`src/design/lcd4ws_pkg.sv`:
```
// Types, constants and lookup functions shared by the LCD write sequencer.
`timescale 1ns / 1ps
package lcd4ws_pkg;

  localparam int DATA_PINS  = 4;
  localparam int CFG_W      = 16;
  localparam int CFG_IDX_W  = 8;
  localparam int HOLD_W     = 17;
  localparam int INIT_LEN   = 6;
  localparam int INIT_IDX_W = 3;

  localparam logic [7:0] HI_MASK   = 8'hf0;
  localparam logic [7:0] LO_MASK   = 8'h0f;
  localparam logic [7:0] CMD_CLEAR = 8'h01;

  localparam logic [CFG_IDX_W-1:0] CFG_PULSE  = CFG_IDX_W'(0);
  localparam logic [CFG_IDX_W-1:0] CFG_SETTLE = CFG_IDX_W'(1);
  localparam logic [CFG_IDX_W-1:0] CFG_CLEAR  = CFG_IDX_W'(2);
  localparam logic [CFG_IDX_W-1:0] CFG_GOTO   = CFG_IDX_W'(3);

  localparam logic [CFG_W-1:0] PULSE_RST  = 16'd16;
  localparam logic [CFG_W-1:0] SETTLE_RST = 16'd1600;
  localparam logic [CFG_W-1:0] CLEAR_RST  = 16'd32000;
  localparam logic [CFG_W-1:0] GOTO_RST   = 16'd1600;

  typedef enum logic [1:0] {
    OP_CMD  = 2'd0,
    OP_DATA = 2'd1,
    OP_GOTO = 2'd2,
    OP_INIT = 2'd3
  } opcode_e;

  typedef enum logic [1:0] {
    EXTRA_NONE,
    EXTRA_CLEAR,
    EXTRA_GOTO
  } extra_e;

  typedef enum logic {
    FS_IDLE,
    FS_INIT
  } front_state_e;

  // One byte word queued between the front and the back
  typedef struct packed {
    logic [7:0] value;
    logic       rs;
    extra_e     extra;
    logic       last;
  } byte_word_t;

  typedef struct packed {
    logic [CFG_W-1:0] pulse;
    logic [CFG_W-1:0] settle;
    logic [CFG_W-1:0] clear_wait;
    logic [CFG_W-1:0] goto_wait;
  } cfg_t;

  function automatic logic [7:0] row_base(input logic [1:0] sel);
    logic [7:0] b;
    case (sel)
      2'd0:    b = 8'h80;
      2'd1:    b = 8'hc0;
      2'd2:    b = 8'h94;
      default: b = 8'hd4;
    endcase
    return b;
  endfunction

  function automatic logic [7:0] init_seq(input logic [INIT_IDX_W-1:0] idx);
    logic [7:0] c;
    case (idx)
      3'd0:    c = 8'h33;
      3'd1:    c = 8'h32;
      3'd2:    c = 8'h28;
      3'd3:    c = 8'h0c;
      3'd4:    c = 8'h01;
      default: c = 8'h06;
    endcase
    return c;
  endfunction

endpackage

```
`src/design/lcd4ws_if.sv`:
```
// Handshake interfaces for the operation, pin-state and configuration channels.
`timescale 1ns / 1ps
interface lcd4ws_op_if;
  logic       valid;
  logic       ready;
  logic [1:0] opcode;
  logic [7:0] byte_value;
  logic [2:0] row;
  logic [4:0] column;
  modport source (output valid, opcode, byte_value, row, column, input ready);
  modport sink   (input valid, opcode, byte_value, row, column, output ready);
endinterface

interface lcd4ws_pin_if;
  logic        valid;
  logic        ready;
  logic [3:0]  bus_nibble;
  logic        reg_select;
  logic        enable_line;
  logic [16:0] hold_cycles;
  logic        last;
  modport source (output valid, bus_nibble, reg_select, enable_line, hold_cycles, last,
                  input ready);
  modport sink   (input valid, bus_nibble, reg_select, enable_line, hold_cycles, last,
                  output ready);
endinterface

interface lcd4ws_cfg_if;
  logic        valid;
  logic        ready;
  logic [7:0]  index;
  logic [15:0] data;
  modport source (output valid, index, data, input ready);
  modport sink   (input valid, index, data, output ready);
endinterface

```
`src/design/char_lcd_4bit_write_sequencer.sv`:
```
// Top level of the 4-bit character LCD write sequencer.
`timescale 1ns / 1ps
// Each operation word on op_i becomes a run of pin-state words on pin_o, each
// naming the nibble, register select, enable level and how many cycles to hold
// it; the final word of an operation carries last. Command, data and cursor
// move operations give four pin states each, initialisation twenty-four; the
// back end sends one pin state per cycle while the sink is ready and a byte
// word is queued. A short queue between the front end, which expands operations
// into byte words, and the back end lets the next operation be taken once the
// previous one's byte words are queued, while that one is still being sent and
// while a pin state waits on a stalled sink. Timing registers are written on
// cfg_i (always ready) and must only change while no operation is outstanding.
module char_lcd_4bit_write_sequencer #(
  parameter int QUEUE_DEPTH = 2
) (
  input  logic          clk_i,
  input  logic          rst_ni,
  lcd4ws_cfg_if.sink    cfg_i,
  lcd4ws_op_if.sink     op_i,
  lcd4ws_pin_if.source  pin_o
);
  import lcd4ws_pkg::*;

  cfg_t        cfg_q, cfg_d;
  logic        push;
  logic        full;
  logic        pop;
  logic        q_valid;
  byte_word_t  push_word;
  byte_word_t  q_word;

  assign cfg_i.ready = 1'b1;

  always_comb begin
    cfg_d = cfg_q;
    if (cfg_i.valid) begin
      unique case (cfg_i.index)
        CFG_PULSE:  cfg_d.pulse      = cfg_i.data;
        CFG_SETTLE: cfg_d.settle     = cfg_i.data;
        CFG_CLEAR:  cfg_d.clear_wait = cfg_i.data;
        CFG_GOTO:   cfg_d.goto_wait  = cfg_i.data;
        default: ;
      endcase
    end
  end

  always_ff @(posedge clk_i or negedge rst_ni) begin
    if (!rst_ni) begin
      cfg_q.pulse      <= PULSE_RST;
      cfg_q.settle     <= SETTLE_RST;
      cfg_q.clear_wait <= CLEAR_RST;
      cfg_q.goto_wait  <= GOTO_RST;
    end else begin
      cfg_q <= cfg_d;
    end
  end

  lcd4ws_front u_front (
    .clk_i  (clk_i),
    .rst_ni (rst_ni),
    .op_i   (op_i),
    .full_i (full),
    .push_o (push),
    .word_o (push_word)
  );

  lcd4ws_queue #(
    .DEPTH (QUEUE_DEPTH)
  ) u_queue (
    .clk_i   (clk_i),
    .rst_ni  (rst_ni),
    .push_i  (push),
    .word_i  (push_word),
    .full_o  (full),
    .pop_i   (pop),
    .valid_o (q_valid),
    .word_o  (q_word)
  );

  lcd4ws_back u_back (
    .clk_i     (clk_i),
    .rst_ni    (rst_ni),
    .cfg_i     (cfg_q),
    .q_valid_i (q_valid),
    .q_word_i  (q_word),
    .pop_o     (pop),
    .pin_o     (pin_o)
  );

  a_no_push_full: assert property (@(posedge clk_i) disable iff (!rst_ni)
    !(push && full))
    else $error("byte word pushed into a full queue");

  a_pop_valid: assert property (@(posedge clk_i) disable iff (!rst_ni)
    pop |-> q_valid)
    else $error("byte word popped from an empty queue");

  a_accept_room: assert property (@(posedge clk_i) disable iff (!rst_ni)
    (op_i.valid && op_i.ready) |-> (push && !full))
    else $error("operation accepted without a queue slot");

  a_last_low: assert property (@(posedge clk_i) disable iff (!rst_ni)
    (pin_o.valid && pin_o.last) |-> !pin_o.enable_line)
    else $error("final pin state with enable high");

endmodule

```
`src/design/lcd4ws_front.sv`:
```
// Front end: accepts operations and expands them into byte words.
`timescale 1ns / 1ps
module lcd4ws_front (
  input  logic                    clk_i,
  input  logic                    rst_ni,
  lcd4ws_op_if.sink               op_i,
  input  logic                    full_i,
  output logic                    push_o,
  output lcd4ws_pkg::byte_word_t  word_o
);
  import lcd4ws_pkg::*;

  front_state_e            state_q, state_d;
  logic [INIT_IDX_W-1:0]   idx_q, idx_d;
  logic                    accept;
  logic                    init_last;
  logic [7:0]              goto_addr;

  assign accept    = op_i.valid && op_i.ready;
  assign init_last = (idx_q == INIT_IDX_W'(INIT_LEN - 1));
  assign goto_addr = row_base(op_i.row[1:0] - 2'd1) + {3'b000, op_i.column} - 8'd1;

  // Next state
  always_comb begin
    state_d = state_q;
    idx_d   = idx_q;
    unique case (state_q)
      FS_IDLE: begin
        if (accept && opcode_e'(op_i.opcode) == OP_INIT) begin
          state_d = FS_INIT;
          idx_d   = INIT_IDX_W'(1);
        end
      end
      FS_INIT: begin
        if (!full_i) begin
          idx_d = idx_q + INIT_IDX_W'(1);
          if (init_last) begin
            state_d = FS_IDLE;
          end
        end
      end
      default: state_d = FS_IDLE;
    endcase
  end

  // Outputs
  always_comb begin
    op_i.ready   = 1'b0;
    push_o       = 1'b0;
    word_o.value = 8'h00;
    word_o.rs    = 1'b0;
    word_o.extra = EXTRA_NONE;
    word_o.last  = 1'b0;
    unique case (state_q)
      FS_IDLE: begin
        op_i.ready = !full_i;
        push_o     = op_i.valid && !full_i;
        unique case (opcode_e'(op_i.opcode))
          OP_CMD: begin
            word_o.value = op_i.byte_value;
            word_o.last  = 1'b1;
          end
          OP_DATA: begin
            word_o.value = op_i.byte_value;
            word_o.rs    = 1'b1;
            word_o.last  = 1'b1;
          end
          OP_GOTO: begin
            word_o.value = goto_addr;
            word_o.extra = EXTRA_GOTO;
            word_o.last  = 1'b1;
          end
          default: begin
            word_o.value = init_seq(INIT_IDX_W'(0));
          end
        endcase
      end
      FS_INIT: begin
        push_o       = !full_i;
        word_o.value = init_seq(idx_q);
        word_o.extra = (init_seq(idx_q) == CMD_CLEAR) ? EXTRA_CLEAR : EXTRA_NONE;
        word_o.last  = init_last;
      end
      default: ;
    endcase
  end

  always_ff @(posedge clk_i or negedge rst_ni) begin
    if (!rst_ni) begin
      state_q <= FS_IDLE;
      idx_q   <= '0;
    end else begin
      state_q <= state_d;
      idx_q   <= idx_d;
    end
  end

endmodule

```
`src/design/lcd4ws_queue.sv`:
```
// Short first-in first-out queue of byte words between front and back.
`timescale 1ns / 1ps
module lcd4ws_queue #(
  parameter int DEPTH = 2
) (
  input  logic                    clk_i,
  input  logic                    rst_ni,
  input  logic                    push_i,
  input  lcd4ws_pkg::byte_word_t  word_i,
  output logic                    full_o,
  input  logic                    pop_i,
  output logic                    valid_o,
  output lcd4ws_pkg::byte_word_t  word_o
);
  import lcd4ws_pkg::*;

  localparam int PTR_W = (DEPTH > 1) ? $clog2(DEPTH) : 1;
  localparam int CNT_W = $clog2(DEPTH + 1);

  byte_word_t         mem_q [DEPTH];
  logic [PTR_W-1:0]   wr_ptr_q, wr_ptr_d;
  logic [PTR_W-1:0]   rd_ptr_q, rd_ptr_d;
  logic [CNT_W-1:0]   cnt_q, cnt_d;

  assign full_o  = (cnt_q == CNT_W'(DEPTH));
  assign valid_o = (cnt_q != '0);
  assign word_o  = mem_q[rd_ptr_q];

  always_comb begin
    wr_ptr_d = wr_ptr_q;
    rd_ptr_d = rd_ptr_q;
    cnt_d    = cnt_q;
    if (push_i) begin
      wr_ptr_d = (wr_ptr_q == PTR_W'(DEPTH - 1)) ? '0 : wr_ptr_q + PTR_W'(1);
    end
    if (pop_i) begin
      rd_ptr_d = (rd_ptr_q == PTR_W'(DEPTH - 1)) ? '0 : rd_ptr_q + PTR_W'(1);
    end
    if (push_i && !pop_i) begin
      cnt_d = cnt_q + CNT_W'(1);
    end else if (pop_i && !push_i) begin
      cnt_d = cnt_q - CNT_W'(1);
    end
  end

  always_ff @(posedge clk_i or negedge rst_ni) begin
    if (!rst_ni) begin
      wr_ptr_q <= '0;
      rd_ptr_q <= '0;
      cnt_q    <= '0;
    end else begin
      wr_ptr_q <= wr_ptr_d;
      rd_ptr_q <= rd_ptr_d;
      cnt_q    <= cnt_d;
    end
  end

  always_ff @(posedge clk_i) begin
    if (push_i) begin
      mem_q[wr_ptr_q] <= word_i;
    end
  end

endmodule

```
`src/design/lcd4ws_back.sv`:
```
// Back end: turns each byte word into four timed pin states.
`timescale 1ns / 1ps
module lcd4ws_back (
  input  logic                    clk_i,
  input  logic                    rst_ni,
  input  lcd4ws_pkg::cfg_t        cfg_i,
  input  logic                    q_valid_i,
  input  lcd4ws_pkg::byte_word_t  q_word_i,
  output logic                    pop_o,
  lcd4ws_pin_if.source            pin_o
);
  import lcd4ws_pkg::*;

  function automatic logic [HOLD_W-1:0] at_least_one(input logic [HOLD_W-1:0] v);
    return (v == '0) ? HOLD_W'(1) : v;
  endfunction

  logic [1:0]           phase_q, phase_d;
  logic                 valid_q, valid_d;
  logic [DATA_PINS-1:0] nib_q, nib_d;
  logic                 rs_q, rs_d;
  logic                 en_q, en_d;
  logic [HOLD_W-1:0]    hold_q, hold_d;
  logic                 last_q, last_d;
  logic                 advance;
  logic [CFG_W-1:0]     extra;
  logic [HOLD_W-1:0]    settle;

  // Take the next slot when a byte word is queued and the output register is free or being drained
  assign advance = q_valid_i && (!valid_q || pin_o.ready);
  assign pop_o   = advance && (phase_q == 2'd3);

  always_comb begin
    case (q_word_i.extra)
      EXTRA_CLEAR: extra = cfg_i.clear_wait;
      EXTRA_GOTO:  extra = cfg_i.goto_wait;
      default:     extra = '0;
    endcase
    settle = {1'b0, cfg_i.settle};
    if (phase_q == 2'd3) begin
      settle = {1'b0, cfg_i.settle} + {1'b0, extra};
    end
  end

  always_comb begin
    phase_d = phase_q;
    valid_d = valid_q && !pin_o.ready;
    nib_d   = nib_q;
    rs_d    = rs_q;
    en_d    = en_q;
    hold_d  = hold_q;
    last_d  = last_q;
    if (advance) begin
      phase_d = phase_q + 2'd1;
      valid_d = 1'b1;
      nib_d   = phase_q[1] ? DATA_PINS'(q_word_i.value & LO_MASK)
                           : DATA_PINS'((q_word_i.value & HI_MASK) >> 4);
      rs_d    = q_word_i.rs;
      en_d    = !phase_q[0];
      hold_d  = phase_q[0] ? at_least_one(settle) : at_least_one({1'b0, cfg_i.pulse});
      last_d  = (phase_q == 2'd3) && q_word_i.last;
    end
  end

  always_ff @(posedge clk_i or negedge rst_ni) begin
    if (!rst_ni) begin
      phase_q <= '0;
      valid_q <= 1'b0;
    end else begin
      phase_q <= phase_d;
      valid_q <= valid_d;
    end
  end

  always_ff @(posedge clk_i) begin
    nib_q  <= nib_d;
    rs_q   <= rs_d;
    en_q   <= en_d;
    hold_q <= hold_d;
    last_q <= last_d;
  end

  assign pin_o.valid       = valid_q;
  assign pin_o.bus_nibble  = nib_q;
  assign pin_o.reg_select  = rs_q;
  assign pin_o.enable_line = en_q;
  assign pin_o.hold_cycles = hold_q;
  assign pin_o.last        = last_q;

endmodule

```
`src/flat_wrapper.sv`:
```
// flat-port wrapper written by rule: the top's interface ports become plain ports
module char_lcd_4bit_write_sequencer_flat import lcd4ws_pkg::*;
#(
  parameter int QUEUE_DEPTH = 2
)
  (clk_i, rst_ni, cfg_i_valid, cfg_i_index, cfg_i_data, cfg_i_ready, op_i_valid, op_i_opcode, op_i_byte_value, op_i_row, op_i_column, op_i_ready, pin_o_valid, pin_o_bus_nibble, pin_o_reg_select, pin_o_enable_line, pin_o_hold_cycles, pin_o_last, pin_o_ready);
  lcd4ws_cfg_if cfg_i_i ();
  lcd4ws_op_if op_i_i ();
  lcd4ws_pin_if pin_o_i ();
  input  logic clk_i;
  input  logic rst_ni;
  input wire logic [$bits(cfg_i_i.valid)-1:0] cfg_i_valid;
  input wire logic [$bits(cfg_i_i.index)-1:0] cfg_i_index;
  input wire logic [$bits(cfg_i_i.data)-1:0] cfg_i_data;
  output wire logic [$bits(cfg_i_i.ready)-1:0] cfg_i_ready;
  input wire logic [$bits(op_i_i.valid)-1:0] op_i_valid;
  input wire logic [$bits(op_i_i.opcode)-1:0] op_i_opcode;
  input wire logic [$bits(op_i_i.byte_value)-1:0] op_i_byte_value;
  input wire logic [$bits(op_i_i.row)-1:0] op_i_row;
  input wire logic [$bits(op_i_i.column)-1:0] op_i_column;
  output wire logic [$bits(op_i_i.ready)-1:0] op_i_ready;
  output wire logic [$bits(pin_o_i.valid)-1:0] pin_o_valid;
  output wire logic [$bits(pin_o_i.bus_nibble)-1:0] pin_o_bus_nibble;
  output wire logic [$bits(pin_o_i.reg_select)-1:0] pin_o_reg_select;
  output wire logic [$bits(pin_o_i.enable_line)-1:0] pin_o_enable_line;
  output wire logic [$bits(pin_o_i.hold_cycles)-1:0] pin_o_hold_cycles;
  output wire logic [$bits(pin_o_i.last)-1:0] pin_o_last;
  input wire logic [$bits(pin_o_i.ready)-1:0] pin_o_ready;
  assign cfg_i_i.valid = cfg_i_valid;
  assign cfg_i_i.index = cfg_i_index;
  assign cfg_i_i.data = cfg_i_data;
  assign cfg_i_ready = cfg_i_i.ready;
  assign op_i_i.valid = op_i_valid;
  assign op_i_i.opcode = op_i_opcode;
  assign op_i_i.byte_value = op_i_byte_value;
  assign op_i_i.row = op_i_row;
  assign op_i_i.column = op_i_column;
  assign op_i_ready = op_i_i.ready;
  assign pin_o_valid = pin_o_i.valid;
  assign pin_o_bus_nibble = pin_o_i.bus_nibble;
  assign pin_o_reg_select = pin_o_i.reg_select;
  assign pin_o_enable_line = pin_o_i.enable_line;
  assign pin_o_hold_cycles = pin_o_i.hold_cycles;
  assign pin_o_last = pin_o_i.last;
  assign pin_o_i.ready = pin_o_ready;
  char_lcd_4bit_write_sequencer #(.QUEUE_DEPTH(QUEUE_DEPTH)) u_core (.clk_i(clk_i), .rst_ni(rst_ni), .cfg_i(cfg_i_i), .op_i(op_i_i), .pin_o(pin_o_i));
endmodule
```
`config.mk`:
```
export PLATFORM = sky130hd
export DESIGN_NAME = char_lcd_4bit_write_sequencer_flat
export DESIGN_NICKNAME = d
export VERILOG_FILES = /design/src/design/lcd4ws_pkg.sv /design/src/design/lcd4ws_if.sv /design/src/design/char_lcd_4bit_write_sequencer.sv /design/src/design/lcd4ws_front.sv /design/src/design/lcd4ws_queue.sv /design/src/design/lcd4ws_back.sv /design/src/flat_wrapper.sv
export SDC_FILE = /design/constraint.sdc
export NUM_CORES = 1
export LEC_CHECK = 0
export ABC_AREA = 1
export BUFFER_PORTS_ARGS = -buffer_cell sky130_fd_sc_hd__buf_2
export CAP_MARGIN = 20
export CELL_PAD_IN_SITES_DETAIL_PLACEMENT = 1
export CELL_PAD_IN_SITES_GLOBAL_PLACEMENT = 2
export CORE_ASPECT_RATIO = 1.1
export CORE_MARGIN = 2
export CORE_UTILIZATION = 36
export DETAILED_ROUTE_END_ITERATION = 6
export MAX_ROUTING_LAYER = met4
export PLACE_DENSITY_LB_ADDON = 0.1
export SLEW_MARGIN = 10
export SYNTH_ARGS = -nofsm -noshare
export SYNTH_HDL_FRONTEND = slang
export SYNTH_SLANG_ARGS = --single-unit
```
`constraint.sdc`:
```
create_clock -name clk_i -period 3.7 [get_ports clk_i]
set_clock_uncertainty 0.05 [all_clocks]
set_input_delay 0.555 -clock clk_i [delete_from_list [all_inputs] [get_ports clk_i]]
set_output_delay 0.555 -clock clk_i [all_outputs]
set_load 0.02 [all_outputs]
```
# Word level (Yosys, flattened, before mapping)
# Memories as Yosys holds them, arrays and structs flattened.
# Index checks and enable logic that the tools add are counted.
[totals]
ff_bits = 99
latchBits = 0
ramBits = 24
rom_bits = 0
inputBits = 47
output_inout_bits = 27
word_cells = 112
mem_count = 1
[op_classes]
add_sub_neg = 10
n_mul = 0
div = 0
order_cmp = 0
n_eq_ne = 20
shifts = 0
muxes = 33
n_bitwise = 1
n_reduce_logical = 31
[mem_list]
columns = ["name", "words", "width", "read_ports", "rd_ports_with_merged_regs", "write_ports", "line", "rtl"]
rows = [
  ["u_core.u_queue.mem_q", 2, 12, 1, 0, 1, "lcd4ws_queue.sv:20", "byte_word_t mem_q [DEPTH];"],
]
[op_table]
columns = ["operator", "n"]
rows = [
  ["$mux W17", 3],
  ["$pmux W16 S2", 1],
  ["$pmux W8 S2", 2],
  ["$pmux W6 S5", 1],
  ["$pmux W7 S3", 1],
  ["$add A16 B16 Y17", 1],
  ["$logic_not A17 Y1", 1],
  ["$eq A8 B1 Y1 const B", 2],
  ["$eq A8 B2 Y1 const B", 2],
  ["$logic_not A16 Y1", 1],
  ["$mux W16", 1],
  ["$mux W1", 13],
  ["$eq A2 B2 Y1 const B", 6],
  ["$pmux W3 S2", 2],
  ["$reduce_and A2 Y1", 5],
  ["$logic_and A1 B1 Y1", 9],
  ["$add A8 B5 Y8", 1],
  ["$logic_not A8 Y1", 1],
  ["$mux W8", 1],
  ["$sub A8 B1 Y8 const B", 1],
  ["$eq A2 B1 Y1 const B", 3],
  ["$eq A3 B2 Y1 const B", 2],
  ["$eq A3 B3 Y1 const B", 2],
  ["$logic_not A1 Y1", 6],
  ["other kinds (17)", 27],
]

# Depth between registers and ports, before layout
# Gate-level depths: netlist of the first run.
[depth]
depth_word = 8
mapped_depth = 26

# Modules after synthesis
# Synthesis of the first run repeated with hierarchy kept, for this count alone.
[hier_totals]
cells_unflattened = 893
area_unflattened_um2 = 7432.1
[modules_own_cells]
columns = ["mod", "instances", "cells_each", "area_per_inst_um2"]
rows = [
  ["char_lcd_4bit_write_sequencer", 1, 297, 2811.4],
  ["lcd4ws_back", 1, 415, 2747.6],
  ["lcd4ws_queue", 1, 62, 1107.3],
  ["lcd4ws_front", 1, 119, 765.7],
]

# Worst setup path before layout of the first run
# OpenSTA, ideal clock, no wires.
[synth_timing]
path_kind = "reg2reg"
startpoint = "register u_core.u_queue.rd_ptr_q"
endpoint = "register u_core.u_back.hold_q[0], in the netlist u_core.u_back.pin_o.hold_cycles[0], data pin"
t_arrival_ps = 3128
required_time_ps = 3397
setup_slack_ps = 269
path_stages_with_launch = 25
period_less_slack_ps = 3431
path_cell_list = "dfrtp_1 > inv_1 > or2_2 > o21ai_0 > inv_1 > ha_1 > clkbuf_1 > clkbuf_1 > a21oi_1 > ha_1 > fa_1 > nand3_1 > nand2_2 > nand2_2 > nand2_1 > nand2_2 > nand3_2 > nand3_1 > nand2_1 > nand2_1 > nor2_2 > nand3_1 > nand2_1 > nand2_1 > nand2_1"
[synth_via]
elab_chain_len = 8
word_cells_on_any_way = 9
classes_between = "add/sub: 1; eq/ne: 2; mux: 4; reduce/logical: 1; memory: 1"
[synth_lines]
columns = ["element", "line", "rtl"]
rows = [
  ["start: declaration", "lcd4ws_queue.sv:22", "logic [PTR_W-1:0] rd_ptr_q, rd_ptr_d;"],
  ["start signal: assignment", "lcd4ws_queue.sv:53", "rd_ptr_q <= rd_ptr_d;"],
  ["$mem_v2 Z2 W12 *", "--", ""],
  ["$eq A2 B2 Y1 or $eq A2 B1 Y1 (tied branches)", "lcd4ws_back.sv:34", "case (q_word_i.extra)"],
  ["$pmux W16 S2 *", "lcd4ws_back.sv:34", ""],
  ["$add A16 B16 Y17 *", "lcd4ws_back.sv:41", "settle = {1'b0, cfg_i.settle} + {1'b0, extra};"],
  ["$mux W17 *", "lcd4ws_back.sv:40", "if (phase_q == 2'd3) begin"],
  ["$logic_not A17 Y1", "lcd4ws_back.sv:15", "return (v == '0) ? HOLD_W'(1) : v;"],
  ["$mux W17 *", "lcd4ws_back.sv:15", ""],
  ["$mux W17 *", "lcd4ws_back.sv:60", "hold_d = phase_q[0] ? at_least_one(settle) : at_least_one({1'b0, cfg_i.pulse});"],
  ["end signal: assignment", "lcd4ws_back.sv:79", "hold_q <= hold_d;"],
  ["end: declaration", "lcd4ws_back.sv:23", "logic [HOLD_W-1:0] hold_q, hold_d;"],
]
# Mark *: on every way between the ends. The rest lies on a longest branch, timed or not.
# A chain may end at the register's enable or synchronous reset.

# Worst setup path after layout of the first run
# Ends and elaborated chain as after synthesis.

==> results of run 1 <==
==> through the flow <==
step	hold slack, ns	instance area (um^2)	power [uW]
after CTS	0.2960	8043	5855
after floorplan	0.2094	6799	3331
after detailed placement	0.4224	7437	4121
after global routing	0.3210	8269	6371
final	0.2532	8269	6000
after global placement	0.4157	7437	4046
==> power by group through the flow <==
stage	sequential (uW)	combinational, uW	clock (uW)
floorplan	2190	1140	0
global placement	2080	1970	0
detailed placement	2100	2020	0
CTS	2080	2020	1750
global route	2120	2450	1800
finish	2080	2210	1710
==> logic make-up (layout without fill, tap and decap cells) <==
group,after synthesis,in the layout,synth area share
AO/OA/AOI/OAI,150,150,0.1174
flip-flops,123,123,0.4904
AND/OR/NAND/NOR,372,372,0.2350
XOR/XNOR,7,7,0.009017
adder cells (fa/ha/maj),35,35,0.06662
other,1,1,0.0005516
multiplexers,2,2,0.002945
buffers and inverters,125,220,0.07803
==> how the worst min path moves through the flow <==
stage | startpoint | to
global route | rst_ni | u_core.cfg_q[11]
detailed placement | u_core.cfg_q[2] | u_core.cfg_q[2]
finish | rst_ni | u_core.cfg_q[25]
global placement | u_core.cfg_q[2] | u_core.cfg_q[2]
CTS | rst_ni | u_core.cfg_q[11]
floorplan | rst_ni | u_core.cfg_q[0]
==> registers in the layout, summed over array words and instances (netlist names), 2 cells and up <==
signal,flops
u_core.cfg_q,64
u_core.u_queue.mem_q,24
u_core.u_back.pin_o.hold_cycles,17
u_core.u_back.pin_o.bus_nibble,4
u_core.u_front.idx_q,3
u_core.u_back.phase_q,2
u_core.u_queue.cnt_q,2
==> synthesized netlist by cell type, types with 3 or more instances <==
cell      instances  area, um^2
nor2_1           38       142.6
o21ai_0          92       460.4
buf_2            10       50.05
nand4_1           4       25.02
nand2_2           8       50.05
nand3_2           5       50.05
xor2_1            5       43.79
inv_1            94       352.8
nand2_1         247       927.1
dfrtp_1          62        1551
clkbuf_1         13       48.80
edfxtp_1         48        1441
o22ai_1           5       31.28
nor4_1            4       25.02
dfstp_2          13       341.6
o21ai_1          10       50.05
ha_1             33       412.9
nand3_1          35       175.2
or2_2            14       87.58
nor2_2            6       37.54
a21oi_1          30       150.1
nor3_1            3       15.01
==> metal layers <==
metal	track usage	wire length, um	vias up
met5	-	0	-
met4	0.06042	264	0
met3	0.03715	760	15
met2	0.3180	9213	92
met1	0.3027	9735	2696
li1	-	-	2824
==> layout make-up <==
type                            count  area, um^2  share of cell area
Clock buffer                       18       439.2             0.05311
Clock inverter                     14       166.4             0.02012
Inverter                           95       356.6             0.04312
Multi-Input combinational cell    567        3068              0.3710
Sequential cell                   123        3334              0.4032
Tap cell                          243       304.0             0.03677
Timing Repair Buffer               93       600.6             0.07263
==> timing repair <==
action,CTS,global route
hold buffers,0,0
gates resized for setup,0,30
setup endpoints to repair,0,4
buffers inserted,0,1
==> results.json, run 1 <==
{
  "power.density_nw_per_um2": 725.6,
  "top_level_ports": 74,
  "highest_attainable_clock_frequency_ghz": 0.2968,
  "grt_remaining_overflow": 0,
  "design.core.area_um2": 18480,
  "grt_antenna_before_repair": 1,
  "r2r-end": "u_core.u_back.pin_o.hold_cycles[0]",
  "rows": 52,
  "yosysUniqueCellTypes": 48,
  "syn-mean-instance-area_um2": 8.342,
  "layoutNonFillerInstCount": 1153,
  "fp.dieArea_um2": 20000,
  "clock-sinks": 123,
  "initial_core_util": 0.3680,
  "tightest_hold_check_type": "primary input to async pin",
  "synthFlopType": "dfrtp_1",
  "setup.worst_path.end_class": "flip-flop",
  "criticalPathCategory": "flip-flop to flip-flop",
  "drive_gt1_frac": 0.2231,
  "clock_tree.root_cell": "clkbuf_16",
  "fin_tns_setup_ns": 0,
  "reg2reg_path_depth": 22,
  "fillCellCount": 2257,
  "worstSetupPathDepth": 22,
  "worst_path_largest_cell_delay_ns": 0.40,
  "leakage_dissipation_uw": 0.003805,
  "area_delta_synth_final_pct": 21.62,
  "yosysWarningCount": 0,
  "max-clock-path-buffers": 2,
  "end_point_of_the_critical_path": "u_core.u_back.pin_o.hold_cycles[0]",
  "wl_um": 19970,
  "finalWorstPathRequiredPeriod_ns": 3.369,
  "insertion_delay_ns": 0.42,
  "worst_ep_arrival_time_ns": 3.50,
  "p_int_uw": 3799,
  "layout.core_utilization": 0.4475,
  "final_max_slew_violation_count": 0,
  "ir_worst_vdd_v": 0.0003443,
  "max_slew.worst_pin.slew_ns": 1.017,
  "clock_tree_from_tritoncts": "yes",
  "p_sw_frac": 0.3669,
  "detail_route.first_pass.iterations": 4,
  "n_antenna_cell": 0,
  "detail_route.iter0.violations": 267,
  "power.net_switching_uw": 2202,
  "setup.worst_path.start_class": "flip-flop",
  "cp_data_required_time_ns": 3.83,
  "synth_fp_nets": 897,
  "finalSetupViolCount": 0,
  "critical_path.max_fanout": 15,
  "setup_slack_ns": 0.3306,
  "via_per_inst": 4.880,
  "place.port_buffers": 71,
  "final_common_cell": "nand2_1",
  "share_seq_of_total_power": 0.346,
  "grt_start_max_net_pins": 76,
  "critical-path-top-cell-by-count": "nand2_1",
  "pwr-share-clk": 0.285,
  "synth_seq_cells": 123,
  "outcome": "finished, final reports clean",
  "crit_path_start": "u_core.u_queue.rd_ptr_q",
  "synth_area_um2": 6799,
  "path_cells": "inv_1 -> or2_2 -> o21ai_2 -> ha_2 -> buf_12 -> nand2_1 -> a21oi_2 -> ha_1 -> nand2_1 -> nand2_1 -> inv_1 -> nand2_1 -> a21oi_1 -> nand3_2 -> nand3_1 -> nand2_1 -> nand2_1 -> nor2_1 -> nand3_1 -> nand2_1 -> nand2_1 -> nand2_1",
  "ant_nets": 0,
  "critPathSlowestCell": "dfrtp_1",
  "cap_viol_max_count": 0,
  "mostFrequentLayoutCells": "nand2_1 (247), inv_1 (94), o21ai_0 (90)",
  "drc_errors": 0,
  "grt.total_usage": 0.2141,
  "final_nets": 979,
  "synth-async-reset-ratio": 0.6098,
  "r2r_slack_ns": 0.33,
  "synth_edf_count": 48,
  "comb_power_share": 0.369,
  "postSynthCellCount": 815,
  "post_drt_wl_per_cell_um": 17.32,
  "via_count_of_the_first_global_routing_pass": 5878,
  "final_hold_viol_count": 0,
  "cts_inserted_buffers": 17,
  "finalWeightedCongestion": 0.8547,
  "wire_length_of_the_first_global_routing_pass_um": 31580,
  "critical_path_buf_inv_count": 3,
  "die_width_um": 135.0,
  "pre_cts_slack_ns": 0.1018,
  "vias": 5627,
  "max-slew-margin-rel": 0.3217,
  "yosysSeqAreaShare": 0.4904,
  "die_y_extent_um": 148.1,
  "maximum_level_of_the_cts_h_tree": 4,
  "placed_cells_incl_taps": 1114,
  "final_min_period_over_clock_period": 0.9107,
  "crit_reg_reg_startpoint": "u_core.u_queue.rd_ptr_q",
  "crit_family": "simple AND/OR/NAND/NOR gates",
  "cts.clk_slew.worst_paths_ns": 0.06,
  "place_hpwl_um": 14740
}
(Power assumes the default switching activity.)
==> run 2, diff against run 1 <==
--- a/config.mk
+++ b/config.mk
@@ -7,7 +7,7 @@
 export LEC_CHECK = 0
 export ABC_AREA = 1
 export BUFFER_PORTS_ARGS = -buffer_cell sky130_fd_sc_hd__buf_2
-export CAP_MARGIN = 20
+export CAP_MARGIN = 5
 export CELL_PAD_IN_SITES_DETAIL_PLACEMENT = 1
 export CELL_PAD_IN_SITES_GLOBAL_PLACEMENT = 2
 export CORE_ASPECT_RATIO = 1.1
@@ -16,6 +16,7 @@
 export DETAILED_ROUTE_END_ITERATION = 6
 export MAX_ROUTING_LAYER = met4
 export PLACE_DENSITY_LB_ADDON = 0.1
+export RECOVER_POWER = 50
 export SLEW_MARGIN = 10
 export SYNTH_ARGS = -nofsm -noshare
 export SYNTH_HDL_FRONTEND = slang
==> run 2 against run 1 <==
Routed wire length decreased by 0.20%. Hold slack improved by 0.11 ns. Total power decreased by 0.91%. Final area decreased by 1.2%. Register-to-register slack about the same. Non-clock buffer count decreased by 5. Global-route usage unchanged. The run now ends with max-capacitance violations, max-slew violations left. Maximum frequency decreased by 0.40%. Cell count decreased by 0.43%. Sequential power about the same.
==> results.json, run 2 (synthesis gave the netlist of run 1 again) <==
{
  "finalWeightedCongestion": 0.8547,
  "ant_nets": 0,
  "clock_tree_from_tritoncts": "yes",
  "max-slew-margin-rel": -0.3250,
  "cp_data_required_time_ns": 3.94,
  "setup.worst_path.end_class": "flip-flop",
  "highest_attainable_clock_frequency_ghz": 0.2956,
  "design.core.area_um2": 18480,
  "post_drt_wl_per_cell_um": 17.36,
  "p_int_uw": 3751,
  "place.port_buffers": 71,
  "detail_route.first_pass.iterations": 5,
  "wire_length_of_the_first_global_routing_pass_um": 31580,
  "fillCellCount": 2268,
  "pwr-share-clk": 0.288,
  "fin_tns_setup_ns": 0,
  "comb_power_share": 0.361,
  "met1_length_um": 9648,
  "p_sw_frac": 0.3692,
  "critical_path_buf_inv_count": 2,
  "die_y_extent_um": 148.1,
  "worst_ep_arrival_time_ns": 3.62,
  "vias": 5650,
  "fp.dieArea_um2": 20000,
  "clock_tree.root_cell": "clkbuf_16",
  "via_per_inst": 4.922,
  "top_level_ports": 74,
  "leakage_dissipation_uw": 0.003696,
  "criticalPathCategory": "flip-flop to flip-flop",
  "grt_remaining_overflow": 0,
  "path_cells": "inv_1 -> or2_2 -> o21ai_2 -> inv_1 -> ha_4 -> a21oi_1 -> ha_1 -> fa_2 -> nand3_1 -> nand2_2 -> nand2_2 -> nand2_1 -> nand2_1 -> nand3_1 -> o21ai_0 -> nand3_1 -> nor2_1 -> nand3_1 -> nand2_1 -> nand2_1 -> nand2_1",
  "critical-path-top-cell-by-count": "nand2_1",
  "max_slew.worst_pin.slew_ns": 1.988,
  "largest_reg_flops": 64,
  "mostFrequentLayoutCells": "nand2_1 (247), inv_1 (94), o21ai_0 (90)",
  "power.density_nw_per_um2": 727.7,
  "layout.core_utilization": 0.4422,
  "rows": 52,
  "total_power_uw": 5946,
  "share_seq_of_total_power": 0.351,
  "register_with_the_highest_flop_count": "u_core.cfg_q",
  "critPathSlowestCell": "dfrtp_1",
  "insertion_delay_ns": 0.42,
  "grt.total_usage": 0.2141,
  "critical_path.max_fanout": 4,
  "initial_core_util": 0.3680,
  "final_min_period_over_clock_period": 0.9143,
  "met2WireLength_um": 9206,
  "drive_gt1_frac": 0.1912,
  "via_count_of_the_first_global_routing_pass": 5878,
  "grt_start_max_net_pins": 76,
  "final_max_slew_violation_count": 76,
  "final_nets": 974,
  "power.net_switching_uw": 2195,
  "clock-sinks": 123,
  "outcome": "finished with violations",
  "tightest_hold_check_type": "primary input to flip-flop",
  "crit_family": "simple AND/OR/NAND/NOR gates",
  "ir_worst_vdd_v": 0.0003490,
  "place_hpwl_um": 14740,
  "drc_errors": 0,
  "maximum_level_of_the_cts_h_tree": 4,
  "die_width_um": 135.0,
  "cap_viol_max_count": 1,
  "detail_route.iter0.violations": 279,
  "cts_inserted_buffers": 17,
  "violations": "max-capacitance violations, max-slew violations",
  "wl_met3_um": 786,
  "grt_antenna_before_repair": 1,
  "finalSetupViolCount": 0,
  "area_delta_synth_final_pct": 20.17,
  "unrepaired_setup_endpoints_after_global_routing": "false",
  "worst_path_largest_cell_delay_ns": 0.41,
  "final_common_cell": "nand2_1",
  "final_hold_viol_count": 0,
  "cts.clk_slew.worst_paths_ns": 0.06,
  "highest-signal-layer": "met4",
  "finalWorstPathRequiredPeriod_ns": 3.383,
  "wl_um": 19930,
  "setup.worst_path.start_class": "flip-flop",
  "n_antenna_cell": 0,
  "max-clock-path-buffers": 2
}
[run 2: final timing paths]
| kind | slack (ns) | cells after the start | end | from |
|---|---|---|---|---|
| setup reg to reg | 0.32 | 21 | u_core.u_back.pin_o.hold_cycles[0] | u_core.u_queue.rd_ptr_q |
| hold reg to reg | 0.44 | 2 | u_core.cfg_q[11] | u_core.cfg_q[11] |
| hold / removal | 0.37 | 4 | u_core.u_back.pin_o.valid | pin_o_ready |
| setup / recovery | 0.32 | 21 | u_core.u_back.pin_o.hold_cycles[0] | u_core.u_queue.rd_ptr_q |
| max in group asynchronous | 1.78 | 1 | u_core.cfg_q[61] | rst_ni |
| min in group asynchronous | 0.64 | 1 | u_core.cfg_q[25] | rst_ni |
[run 2: area by class of cell]
class                      count  area [um^2]  share of cell area
inverter                      95        356.6             0.04364
sequential                   123         3334              0.4081
tap                          243        304.0             0.03721
multi-input combinational    567         3068              0.3755
clock inverter                14        166.4             0.02037
timing repair buffer          88        501.7             0.06141
clock buffer                  18        439.2             0.05375
[run 2: what timing repair did]
action	CTS	global route
setup buffers	0	1
setup endpoints to repair	0	4
gates resized for setup	0	30
hold buffers	0	0
[run 2: metal layers]
metal | track usage | vias up
li1 | - | 2813
met1 | 0.3027 | 2701
met2 | 0.3180 | 115
met3 | 0.03715 | 21
met4 | 0.06042 | 0
met5 | - | -
[run 2: power by group through the flow]
stage | logic, uW | registers (uW) | clock network (uW)
after global routing | 2390 | 2130 | 1800
after detailed placement | 2020 | 2100 | 0
after floorplan | 1140 | 2190 | 0
after global placement | 1970 | 2080 | 0
final | 2150 | 2090 | 1710
after CTS | 2020 | 2080 | 1750
[run 2: stage by stage]
stage | cell area [um^2] | hold slack, ns | setup slack [ns] | instances
6_report | 8170 | 0.3677 | 0.3170 | 1148
2_1_floorplan | 6799 | 0.2094 | 0.2690 | 815
3_5_place_dp | 7437 | 0.4224 | 0.1018 | 1114
5_1_grt | 8170 | 0.3828 | 0.005031 | 1148
3_3_place_gp | 7437 | 0.4157 | 0.1703 | 1114
4_1_cts | 8043 | 0.2960 | 0.04410 | 1146
[run 2: worst reg2reg max path: stages (launching register included)]
cell and delay [ns]:
dfrtp_1 0.41, inv_1 0.10, or2_2 0.29, o21ai_2 0.08, inv_1 0.09, ha_4 0.31, a21oi_1 0.06, ha_1 0.23
fa_2 0.40, nand3_1 0.14, nand2_2 0.11, nand2_2 0.08, nand2_1 0.09, nand2_1 0.07, nand3_1 0.06, o21ai_0 0.17
nand3_1 0.17, nor2_1 0.11, nand3_1 0.08, nand2_1 0.06, nand2_1 0.05, nand2_1 0.07
